$ cat src/design/rdrc_pkg.sv
// Package: request/result types, opcodes, status codes and FSM states for the dedupe cache.
`timescale 1ns / 1ps
package rdrc_pkg;
	localparam int PendingDepthDef = 8;
	localparam int CacheDepthDef = 16;

	typedef enum logic [2:0] {
		OP_RECEIVE = 3'd0,
		OP_CAN_COMMIT = 3'd1,
		OP_FINISH = 3'd2,
		OP_LOOKUP = 3'd3,
		OP_CLEAR = 3'd4
	} opcode_t;

	typedef enum logic [3:0] {
		ST_OK = 4'd0,
		ST_NEW = 4'd1,
		ST_BAD_ARG = 4'd2,
		ST_BAD_STATE = 4'd3,
		ST_MISMATCH = 4'd4,
		ST_DUP_PENDING = 4'd5,
		ST_DUP_CACHED = 4'd6,
		ST_STALE = 4'd7,
		ST_BUSY = 4'd8,
		ST_EXPIRED = 4'd9,
		ST_NOT_FOUND = 4'd10
	} status_t;

	typedef enum logic [2:0] {
		S_IDLE,
		S_SCAN_P,
		S_SCAN_C,
		S_EXEC,
		S_CLEAR,
		S_DONE
	} state_t;

	typedef enum logic [1:0] {
		REG_SESSION_OPEN = 2'd0,
		REG_SESSION_PEER = 2'd1
	} reg_idx_t;

	typedef struct packed {
		logic [2:0] opcode;
		logic [31:0] peer_id;
		logic [31:0] msg_key;
		logic has_side_effect;
		logic [15:0] deadline_span;
		logic [63:0] now_time;
		logic signed [31:0] result_value;
		logic [31:0] owner_word;
	} req_t;

	typedef struct packed {
		logic [3:0] status;
		logic signed [31:0] cached_result_value;
		logic [31:0] cached_owner_word;
		logic [3:0] pending_count;
	} rsp_t;
endpackage

$ cat src/design/request_dedupe_result_cache_top.sv
// Top level: request dedupe tracker with pending table and round-robin result cache.
//
// Usage: one request enters on req (valid/ready) and yields exactly one response
// on rsp (valid/ready). The block holds one request at a time: after accept it
// walks the pending table one entry a cycle, then the result cache one entry a
// cycle, through a single shared id comparator, then applies the update in
// S_EXEC; a clear request walks both stores one entry a cycle instead.
// req_ready is high only while idle with no response waiting; the response
// register holds until the receiver takes it, and the next request is accepted
// only after that, so a new request never enters before the last one's
// response is taken. Configuration writes (cfg_we, cfg_idx, cfg_data)
// take effect on the next edge and should only come while idle.
// Reset clears all valid bits, the victim pointer, highest id and session
// registers at once; no clearing pass is needed after reset.
`timescale 1ns / 1ps
module request_dedupe_result_cache_top import rdrc_pkg::*; #(
	parameter int PENDING_DEPTH = PendingDepthDef,
	parameter int CACHE_DEPTH = CacheDepthDef
) (
	input logic clk,
	input logic arst_n,
	input logic req_valid,
	output logic req_ready,
	input req_t req,
	output logic rsp_valid,
	input logic rsp_ready,
	output rsp_t rsp,
	input logic cfg_we,
	input logic cfg_idx,
	input logic [31:0] cfg_data
);
	localparam int PW = (PENDING_DEPTH > 1) ? $clog2(PENDING_DEPTH) : 1;
	localparam int CW = (CACHE_DEPTH > 1) ? $clog2(CACHE_DEPTH) : 1;
	localparam int NW = $clog2(PENDING_DEPTH + 1);
	localparam int ND = (PENDING_DEPTH > CACHE_DEPTH) ? PENDING_DEPTH : CACHE_DEPTH;
	localparam int IW = (ND > 1) ? $clog2(ND) : 1;

	state_t state_q, state_d;
	req_t req_q;
	logic session_open_q;
	logic [31:0] session_peer_q;

	logic [PENDING_DEPTH-1:0] p_used_q;
	logic [31:0] p_id_q [PENDING_DEPTH];
	logic [63:0] p_dl_q [PENDING_DEPTH];
	logic [CACHE_DEPTH-1:0] c_used_q;
	logic [31:0] c_id_q [CACHE_DEPTH];
	logic [31:0] c_res_q [CACHE_DEPTH];
	logic [31:0] c_own_q [CACHE_DEPTH];
	logic [CW-1:0] victim_q;
	logic [31:0] highest_q;
	logic highest_vld_q;
	logic [NW-1:0] count_q;

	logic [IW-1:0] idx_q;
	logic p_hit_q, c_hit_q, free_fnd_q;
	logic [PW-1:0] p_idx_q, free_idx_q;
	logic [63:0] p_dl_hit_q;
	logic [31:0] c_res_hit_q, c_own_hit_q;
	rsp_t rsp_q;
	logic rsp_valid_q;

	// shared id comparator
	logic [31:0] cmp_a;
	logic id_eq;
	logic [PW-1:0] pidx;
	logic [CW-1:0] cidx;
	logic p_last, c_last, clr_last;

	assign pidx = idx_q[PW-1:0];
	assign cidx = idx_q[CW-1:0];
	assign cmp_a = (state_q == S_SCAN_P) ? p_id_q[pidx] : c_id_q[cidx];
	assign id_eq = (cmp_a == req_q.msg_key);
	assign p_last = (idx_q == IW'(PENDING_DEPTH - 1));
	assign c_last = (idx_q == IW'(CACHE_DEPTH - 1));
	assign clr_last = (idx_q == IW'(ND - 1));

	assign req_ready = (state_q == S_IDLE) && !rsp_valid_q;
	assign rsp_valid = rsp_valid_q;
	assign rsp = rsp_q;

	always_comb begin
		state_d = state_q;
		case (state_q)
			S_IDLE: if (req_valid && req_ready)
				state_d = (req.opcode == OP_CLEAR) ? S_CLEAR : S_SCAN_P;
			S_SCAN_P: if (p_last) state_d = S_SCAN_C;
			S_SCAN_C: if (c_last) state_d = S_EXEC;
			S_EXEC: state_d = S_DONE;
			S_CLEAR: if (clr_last) state_d = S_DONE;
			S_DONE: state_d = S_IDLE;
			default: state_d = S_IDLE;
		endcase
	end

	always_ff @(posedge clk or negedge arst_n) begin
		if (!arst_n) begin
			state_q <= S_IDLE;
		end else begin
			state_q <= state_d;
		end
	end

	always_ff @(posedge clk or negedge arst_n) begin
		if (!arst_n) begin
			session_open_q <= 1'b0;
			session_peer_q <= '0;
		end else if (cfg_we) begin
			if (cfg_idx == REG_SESSION_OPEN[0]) session_open_q <= cfg_data[0];
			else session_peer_q <= cfg_data;
		end
	end

	// exec decision
	status_t st;
	logic do_ins, do_fin;
	always_comb begin
		st = ST_BAD_ARG;
		do_ins = 1'b0;
		do_fin = 1'b0;
		case (req_q.opcode)
			OP_RECEIVE: begin
				if (!session_open_q) st = ST_BAD_STATE;
				else if (req_q.peer_id != session_peer_q) st = ST_MISMATCH;
				else if (p_hit_q) st = ST_DUP_PENDING;
				else if (c_hit_q) st = ST_DUP_CACHED;
				else if (highest_vld_q && req_q.msg_key <= highest_q) st = ST_STALE;
				else if (req_q.has_side_effect && req_q.deadline_span == '0) st = ST_BAD_ARG;
				else if (req_q.has_side_effect && !free_fnd_q) st = ST_BUSY;
				else begin
					st = ST_NEW;
					do_ins = req_q.has_side_effect;
				end
			end
			OP_CAN_COMMIT: begin
				if (!p_hit_q) st = ST_STALE;
				else if (req_q.now_time >= p_dl_hit_q) st = ST_EXPIRED;
				else st = ST_OK;
			end
			OP_FINISH: begin
				if (!p_hit_q) st = ST_STALE;
				else begin
					st = ST_OK;
					do_fin = 1'b1;
				end
			end
			OP_LOOKUP: st = c_hit_q ? ST_OK : ST_NOT_FOUND;
			OP_CLEAR: st = ST_OK;
			default: st = ST_BAD_ARG;
		endcase
	end

	logic rcv_ok;
	assign rcv_ok = (req_q.opcode == OP_RECEIVE) && (st == ST_NEW);

	always_ff @(posedge clk or negedge arst_n) begin
		if (!arst_n) begin
			p_used_q <= '0;
			c_used_q <= '0;
			victim_q <= '0;
			highest_q <= '0;
			highest_vld_q <= 1'b0;
			count_q <= '0;
			idx_q <= '0;
			p_hit_q <= 1'b0;
			c_hit_q <= 1'b0;
			free_fnd_q <= 1'b0;
			rsp_valid_q <= 1'b0;
		end else begin
			if (state_q == S_DONE) rsp_valid_q <= 1'b1;
			else if (rsp_valid_q && rsp_ready) rsp_valid_q <= 1'b0;
			case (state_q)
				S_IDLE: begin
					idx_q <= '0;
					p_hit_q <= 1'b0;
					c_hit_q <= 1'b0;
					free_fnd_q <= 1'b0;
				end
				S_SCAN_P: begin
					if (!p_hit_q && p_used_q[pidx] && id_eq) begin
						p_hit_q <= 1'b1;
						p_idx_q <= pidx;
						p_dl_hit_q <= p_dl_q[pidx];
					end
					if (!free_fnd_q && !p_used_q[pidx]) begin
						free_fnd_q <= 1'b1;
						free_idx_q <= pidx;
					end
					idx_q <= p_last ? '0 : idx_q + 1'b1;
				end
				S_SCAN_C: begin
					if (!c_hit_q && c_used_q[cidx] && id_eq) begin
						c_hit_q <= 1'b1;
						c_res_hit_q <= c_res_q[cidx];
						c_own_hit_q <= c_own_q[cidx];
					end
					idx_q <= c_last ? '0 : idx_q + 1'b1;
				end
				S_EXEC: begin
					if (do_ins) begin
						p_used_q[free_idx_q] <= 1'b1;
						count_q <= count_q + 1'b1;
					end
					if (rcv_ok) begin
						highest_q <= req_q.msg_key;
						highest_vld_q <= 1'b1;
					end
					if (do_fin) begin
						p_used_q[p_idx_q] <= 1'b0;
						c_used_q[victim_q] <= 1'b1;
						victim_q <= (victim_q == CW'(CACHE_DEPTH - 1)) ? '0 : victim_q + 1'b1;
						count_q <= count_q - 1'b1;
					end
					rsp_q.status <= st;
					rsp_q.cached_result_value <= (req_q.opcode == OP_LOOKUP && c_hit_q)
						? c_res_hit_q : '0;
					rsp_q.cached_owner_word <= (req_q.opcode == OP_LOOKUP && c_hit_q)
						? c_own_hit_q : '0;
					rsp_q.pending_count <= 4'(do_ins ? count_q + 1'b1
						: (do_fin ? count_q - 1'b1 : count_q));
				end
				S_CLEAR: begin
					// one entry of each store per cycle
					if (int'(idx_q) < PENDING_DEPTH) p_used_q[pidx] <= 1'b0;
					if (int'(idx_q) < CACHE_DEPTH) c_used_q[cidx] <= 1'b0;
					idx_q <= idx_q + 1'b1;
					if (clr_last) begin
						victim_q <= '0;
						highest_q <= '0;
						highest_vld_q <= 1'b0;
						count_q <= '0;
						rsp_q.status <= ST_OK;
						rsp_q.cached_result_value <= '0;
						rsp_q.cached_owner_word <= '0;
						rsp_q.pending_count <= '0;
					end
				end
				default: ;
			endcase
		end
	end

	// payload stores, no reset
	always_ff @(posedge clk) begin
		if (req_valid && req_ready) req_q <= req;
		if (state_q == S_EXEC && do_ins) begin
			p_id_q[free_idx_q] <= req_q.msg_key;
			p_dl_q[free_idx_q] <= req_q.now_time + 64'(req_q.deadline_span);
		end
		if (state_q == S_EXEC && do_fin) begin
			c_id_q[victim_q] <= req_q.msg_key;
			c_res_q[victim_q] <= req_q.result_value;
			c_own_q[victim_q] <= req_q.owner_word;
		end
	end

	a_count: assert property (@(posedge clk) disable iff (!arst_n)
		(state_q != S_CLEAR) |-> (count_q == NW'($countones(p_used_q))))
		else $error("pending count out of step with used bits");
	a_ready_idle: assert property (@(posedge clk) disable iff (!arst_n)
		rsp_valid_q |-> !req_ready)
		else $error("request accepted while a response waits");
	a_victim: assert property (@(posedge clk) disable iff (!arst_n)
		victim_q <= CW'(CACHE_DEPTH - 1))
		else $error("victim out of range");
endmodule
$ cat config.mk
export PLATFORM = sky130hd
export DESIGN_NAME = request_dedupe_result_cache_top
export DESIGN_NICKNAME = d
export VERILOG_FILES = /design/src/design/rdrc_pkg.sv /design/src/design/request_dedupe_result_cache_top.sv
export SDC_FILE = /design/constraint.sdc
export NUM_CORES = 2
export LEC_CHECK = 0
export BUFFER_PORTS_ARGS = -buffer_cell sky130_fd_sc_hd__buf_4
export CAP_MARGIN = 10
export CORE_UTILIZATION = 45
export DETAILED_ROUTE_END_ITERATION = 10
export GPL_TIMING_DRIVEN = 0
export SYNTH_ARGS = -nofsm -noshare
export SYNTH_HDL_FRONTEND = slang
export SYNTH_SLANG_ARGS = --single-unit
$ cat constraint.sdc
create_clock -name clk -period 15.2 [get_ports clk]
set_input_delay 1.52 -clock clk [delete_from_list [all_inputs] [get_ports clk]]
set_output_delay 1.52 -clock clk [all_outputs]
set_load 0.01 [all_outputs]
==> summary.txt <==
top area cells in the synthesized netlist = sky130_fd_sc_hd__edfxtp_1 (73%), sky130_fd_sc_hd__mux2i_1 (3.4%), sky130_fd_sc_hd__dfrtp_1 (2.5%), sky130_fd_sc_hd__a22oi_1 (1.7%), sky130_fd_sc_hd__mux2_2 (1.7%)
Post-CTS Resized = 0
largest stage delay on the critical path = 1040 ps
total net switching power = 0.00802 W
ratio of cells with drive above 1 in the final layout = 19.0%
sequential element share of the synthesized area = 75.9%
series of cell instances along the critical path = buf_6 -> buf_6 -> and2_1 -> clkbuf_1 -> buf_1 -> a22oi_1 -> a21oi_1 -> o211ai_2 -> xor2_1 -> nand4_1 -> nor4_1 -> nand4_2 -> nor4_4 -> buf_6 -> buf_6
total chip power = 0.0233 W
most prevalent standard cell on the critical path = sky130_fd_sc_hd__buf_6
arrival time worst endpoint = 7840 ps
Critical Path Sink Type = flop
Max Cap Violations = 0
CTS max path bufs = 4
number of enable flip-flop cells after synthesis = 2,722
result of the run = complete, no violations
number of antenna violations at the first check in global routing = 23
FF+latch count, synth = 2,831
DRC violations left = 0
commonest non-fill, non-tap cell in the layout = sky130_fd_sc_hd__edfxtp_1
H-Tree Depth = 5
top achievable clock speed = 139 MHz
clock skew after layout = 50.7 ps
clock period minus worst slack = 7210 ps
IR drop worst, VDD = 0.0998 mV
Post-Syn Area per Cell = 16.8 um2
transition at the pin with the smallest max-transition slack = 1450 ps
Final Core Density = 53.8%
overall routing resource usage = 32.1%
power density normalized to cell area = 176 nW/um2
mean number of vias per cell = 6.40
Setup Total Neg Slack = 0 ps
cell count after synthesis = 6,632
wire length of the first global-routing pass = 549,000 um
die boundary height = 499 um
Starting Density = 45.2%
buffers added on ports = 323
Setup Viol. Count Final = 0
die outline width = 499 um
routed length on met3 = 46,600 um
leading cell types in the layout, fill and taps excluded = sky130_fd_sc_hd__edfxtp_1 (2,722), sky130_fd_sc_hd__buf_4 (414), sky130_fd_sc_hd__mux2i_1 (375)
metal2 WL = 181,000 um
Nets = 7,947
total global routing overflow = 0
cell family with most CP delay = buffers and inverters
total count of hold-check failures in the final report = 0
DRT Pass-1 Iters = 6
synth-to-layout area growth = 18.8%
crit-path max FO = 12
post-route non-filler standard cell count = 11,028
Cell Count Post-Placement = 10,470
number of hold buffers added after cts = 0
Critical Path Slowest Stage Cell = sky130_fd_sc_hd__buf_1
headroom to the max-slew limit = 3.31%
Switching Share = 34.5%
Die ar. = 249,000 um2
Sinks on Clock Net = 2,831
path category of the worst min-delay check = reg -> reg
Setup CP Type = reg -> reg
vias after detailed routing = 70,538
Slew Viols, Final = 0
clock slew seen by the registers of the worst setup and hold paths = 60 ps
Synthesis Warnings = 0
internal power of the cells = 0.0152 W
total wire length = 406,000 um
core region area = 246,000 um2
Top Metal Used = met5
number of global-route vias before repair = 67,434
violation count after the first detailed-routing iteration = 11,123
pin count of the biggest net entering global routing = 63
routed len/inst = 36.8 um
unrepaired setup endpoints after global routing = false
clock insertion delay at the later pin of the skew report = 970 ps
final weighted congestion of routability-driven global placement = 0.944
Metal-1 WL = 152,000 um
async set-or-reset flop fraction in the synthesized netlist = 3.85%
post-CTS setup buffer count = 0
half-perimeter wire length of the detailed placement result = 278,000 um
LEAKAGE = 44.5 nW
number of distinct library cell variants in the gate-level netlist after synthesis = 96
Post-DRT Antenna Nets = 0
Num CTS Buffers = 312
required time at the worst-slack endpoint = 15,840 ps
combinational group share of total power = 27.4%
cell type with the largest total area after synthesis = sky130_fd_sc_hd__edfxtp_1
number of placement rows = 182
CP startpoint kind = flop
portion of synthesized cell area occupied by the leading cell type = 73.4%
TritonCTS clock tree = built
Ports = 324
relative contribution of the clock network to total power = 31.5%
post-route fraction of the period consumed by the critical path = 47.4%
flip-flop cell with the highest count after synthesis = sky130_fd_sc_hd__edfxtp_1
WP buf/inv = 6
share of power burned in registers = 41.1%
clock tree root driver cell = sky130_fd_sc_hd__clkbuf_16
synthesized netlist net count = 7,005
Syn Std Cell Area = 111,000 um2
==> area by class of cell <==
type / count / area [um2]
fill: 19562 / 114000
multi-input combinational: 3302 / 24800
clock inverter: 162 / 1430
antenna: 4 / 10.0
tap: 3220 / 4030
timing repair buffer: 628 / 7050
inverter: 137 / 514
buffer: 362 / 1780
clock buffer: 382 / 8230
sequential: 2831 / 84500
==> kinds of logic after synthesis <==
kind of cell	Yosys count	synth area share (%)
buffers and inverters	499	2.04
adders and majority gates	124	1.40
DFF	2831	75.9
AOI/OAI and AO/OA	1442	9.13
and+or+nand+nor	1025	4.55
muxes	609	6.17
xor gates and xnor gates	102	0.803
==> flip-flops by register name (all words and copies together), names as in the netlist, 64 cells and up <==
name / flops
req_q: 212
c_id_q: 512
rsp: 72
p_dl_hit_q: 64
p_id_q: 256
c_own_q: 512
c_res_q: 512
p_dl_q: 512
==> worst paths after layout <==
path	start	to	slack, ps	cells after the start
min in group asynchronous	arst_n	session_peer_q[14]$_DFFE_PN0P_	540	1
max	cidx[0]$_DFFE_PN0P_	p_dl_hit_q[54]$_DFFE_PP_	7990	15
min	c_used_q[13]$_DFFE_PN0P_	c_used_q[13]$_DFFE_PN0P_	490	1
min reg2reg	c_used_q[13]$_DFFE_PN0P_	c_used_q[13]$_DFFE_PN0P_	490	1
max in group asynchronous	arst_n	p_hit_q$_DFFE_PN0P_	13870	2
max reg2reg	cidx[0]$_DFFE_PN0P_	p_dl_hit_q[54]$_DFFE_PP_	7990	15
==> power groups by stage <==
stage | combinational, W | clock (W) | sequential, W
finish | 0.00637 | 0.00733 | 0.00955
global route | 0.00645 | 0.00765 | 0.00956
CTS | 0.00609 | 0.00736 | 0.00956
detailed placement | 0.00606 | 0 | 0.00972
global placement | 0.00582 | 0 | 0.00978
floorplan | 0.00301 | 0 | 0.00956
==> cells in the mapped netlist (all sizes together) (20+ instances only) <==
| cell | number |
|---|---|
| a21o | 40 |
| o211ai | 32 |
| a211oi | 38 |
| o21ai | 232 |
| nor2 | 214 |
| nand2 | 341 |
| nor4 | 37 |
| mux4 | 41 |
| a221oi | 163 |
| a22oi | 257 |
| edfxtp | 2722 |
| inv | 136 |
| nor2b | 20 |
| xnor2 | 45 |
| mux2 | 193 |
| mux2i | 375 |
| clkbuf | 176 |
| xor2 | 57 |
| nand2b | 21 |
| dfrtp | 109 |
| a31oi | 38 |
| and2 | 76 |
| nand4 | 79 |
| a221o | 78 |
| a21oi | 320 |
| nand3 | 87 |
| buf | 186 |
| a22o | 50 |
| ha | 122 |
| nor3 | 46 |
| o221ai | 36 |
==> per-layer routing <==
| layer | track usage, % | vias to the layer above |
|---|---|---|
| li1 | - | 28413 |
| met4 | 17.3 | 22 |
| met5 | 0 | - |
| met3 | 7.30 | 1039 |
| met1 | 42.8 | 36101 |
| met2 | 48.8 | 4963 |
==> per-stage QoR <==
step	setup slack (ps)	hold WS, ps	instance area (um2)
2_1_floorplan	2130	443	111000
6_report	7990	492	132000
4_1_cts	7950	488	132000
3_3_place_gp	-12680	460	118000
3_5_place_dp	8000	472	122000
5_1_grt	7950	505	132000
Power figures use the tool's default switching activity.
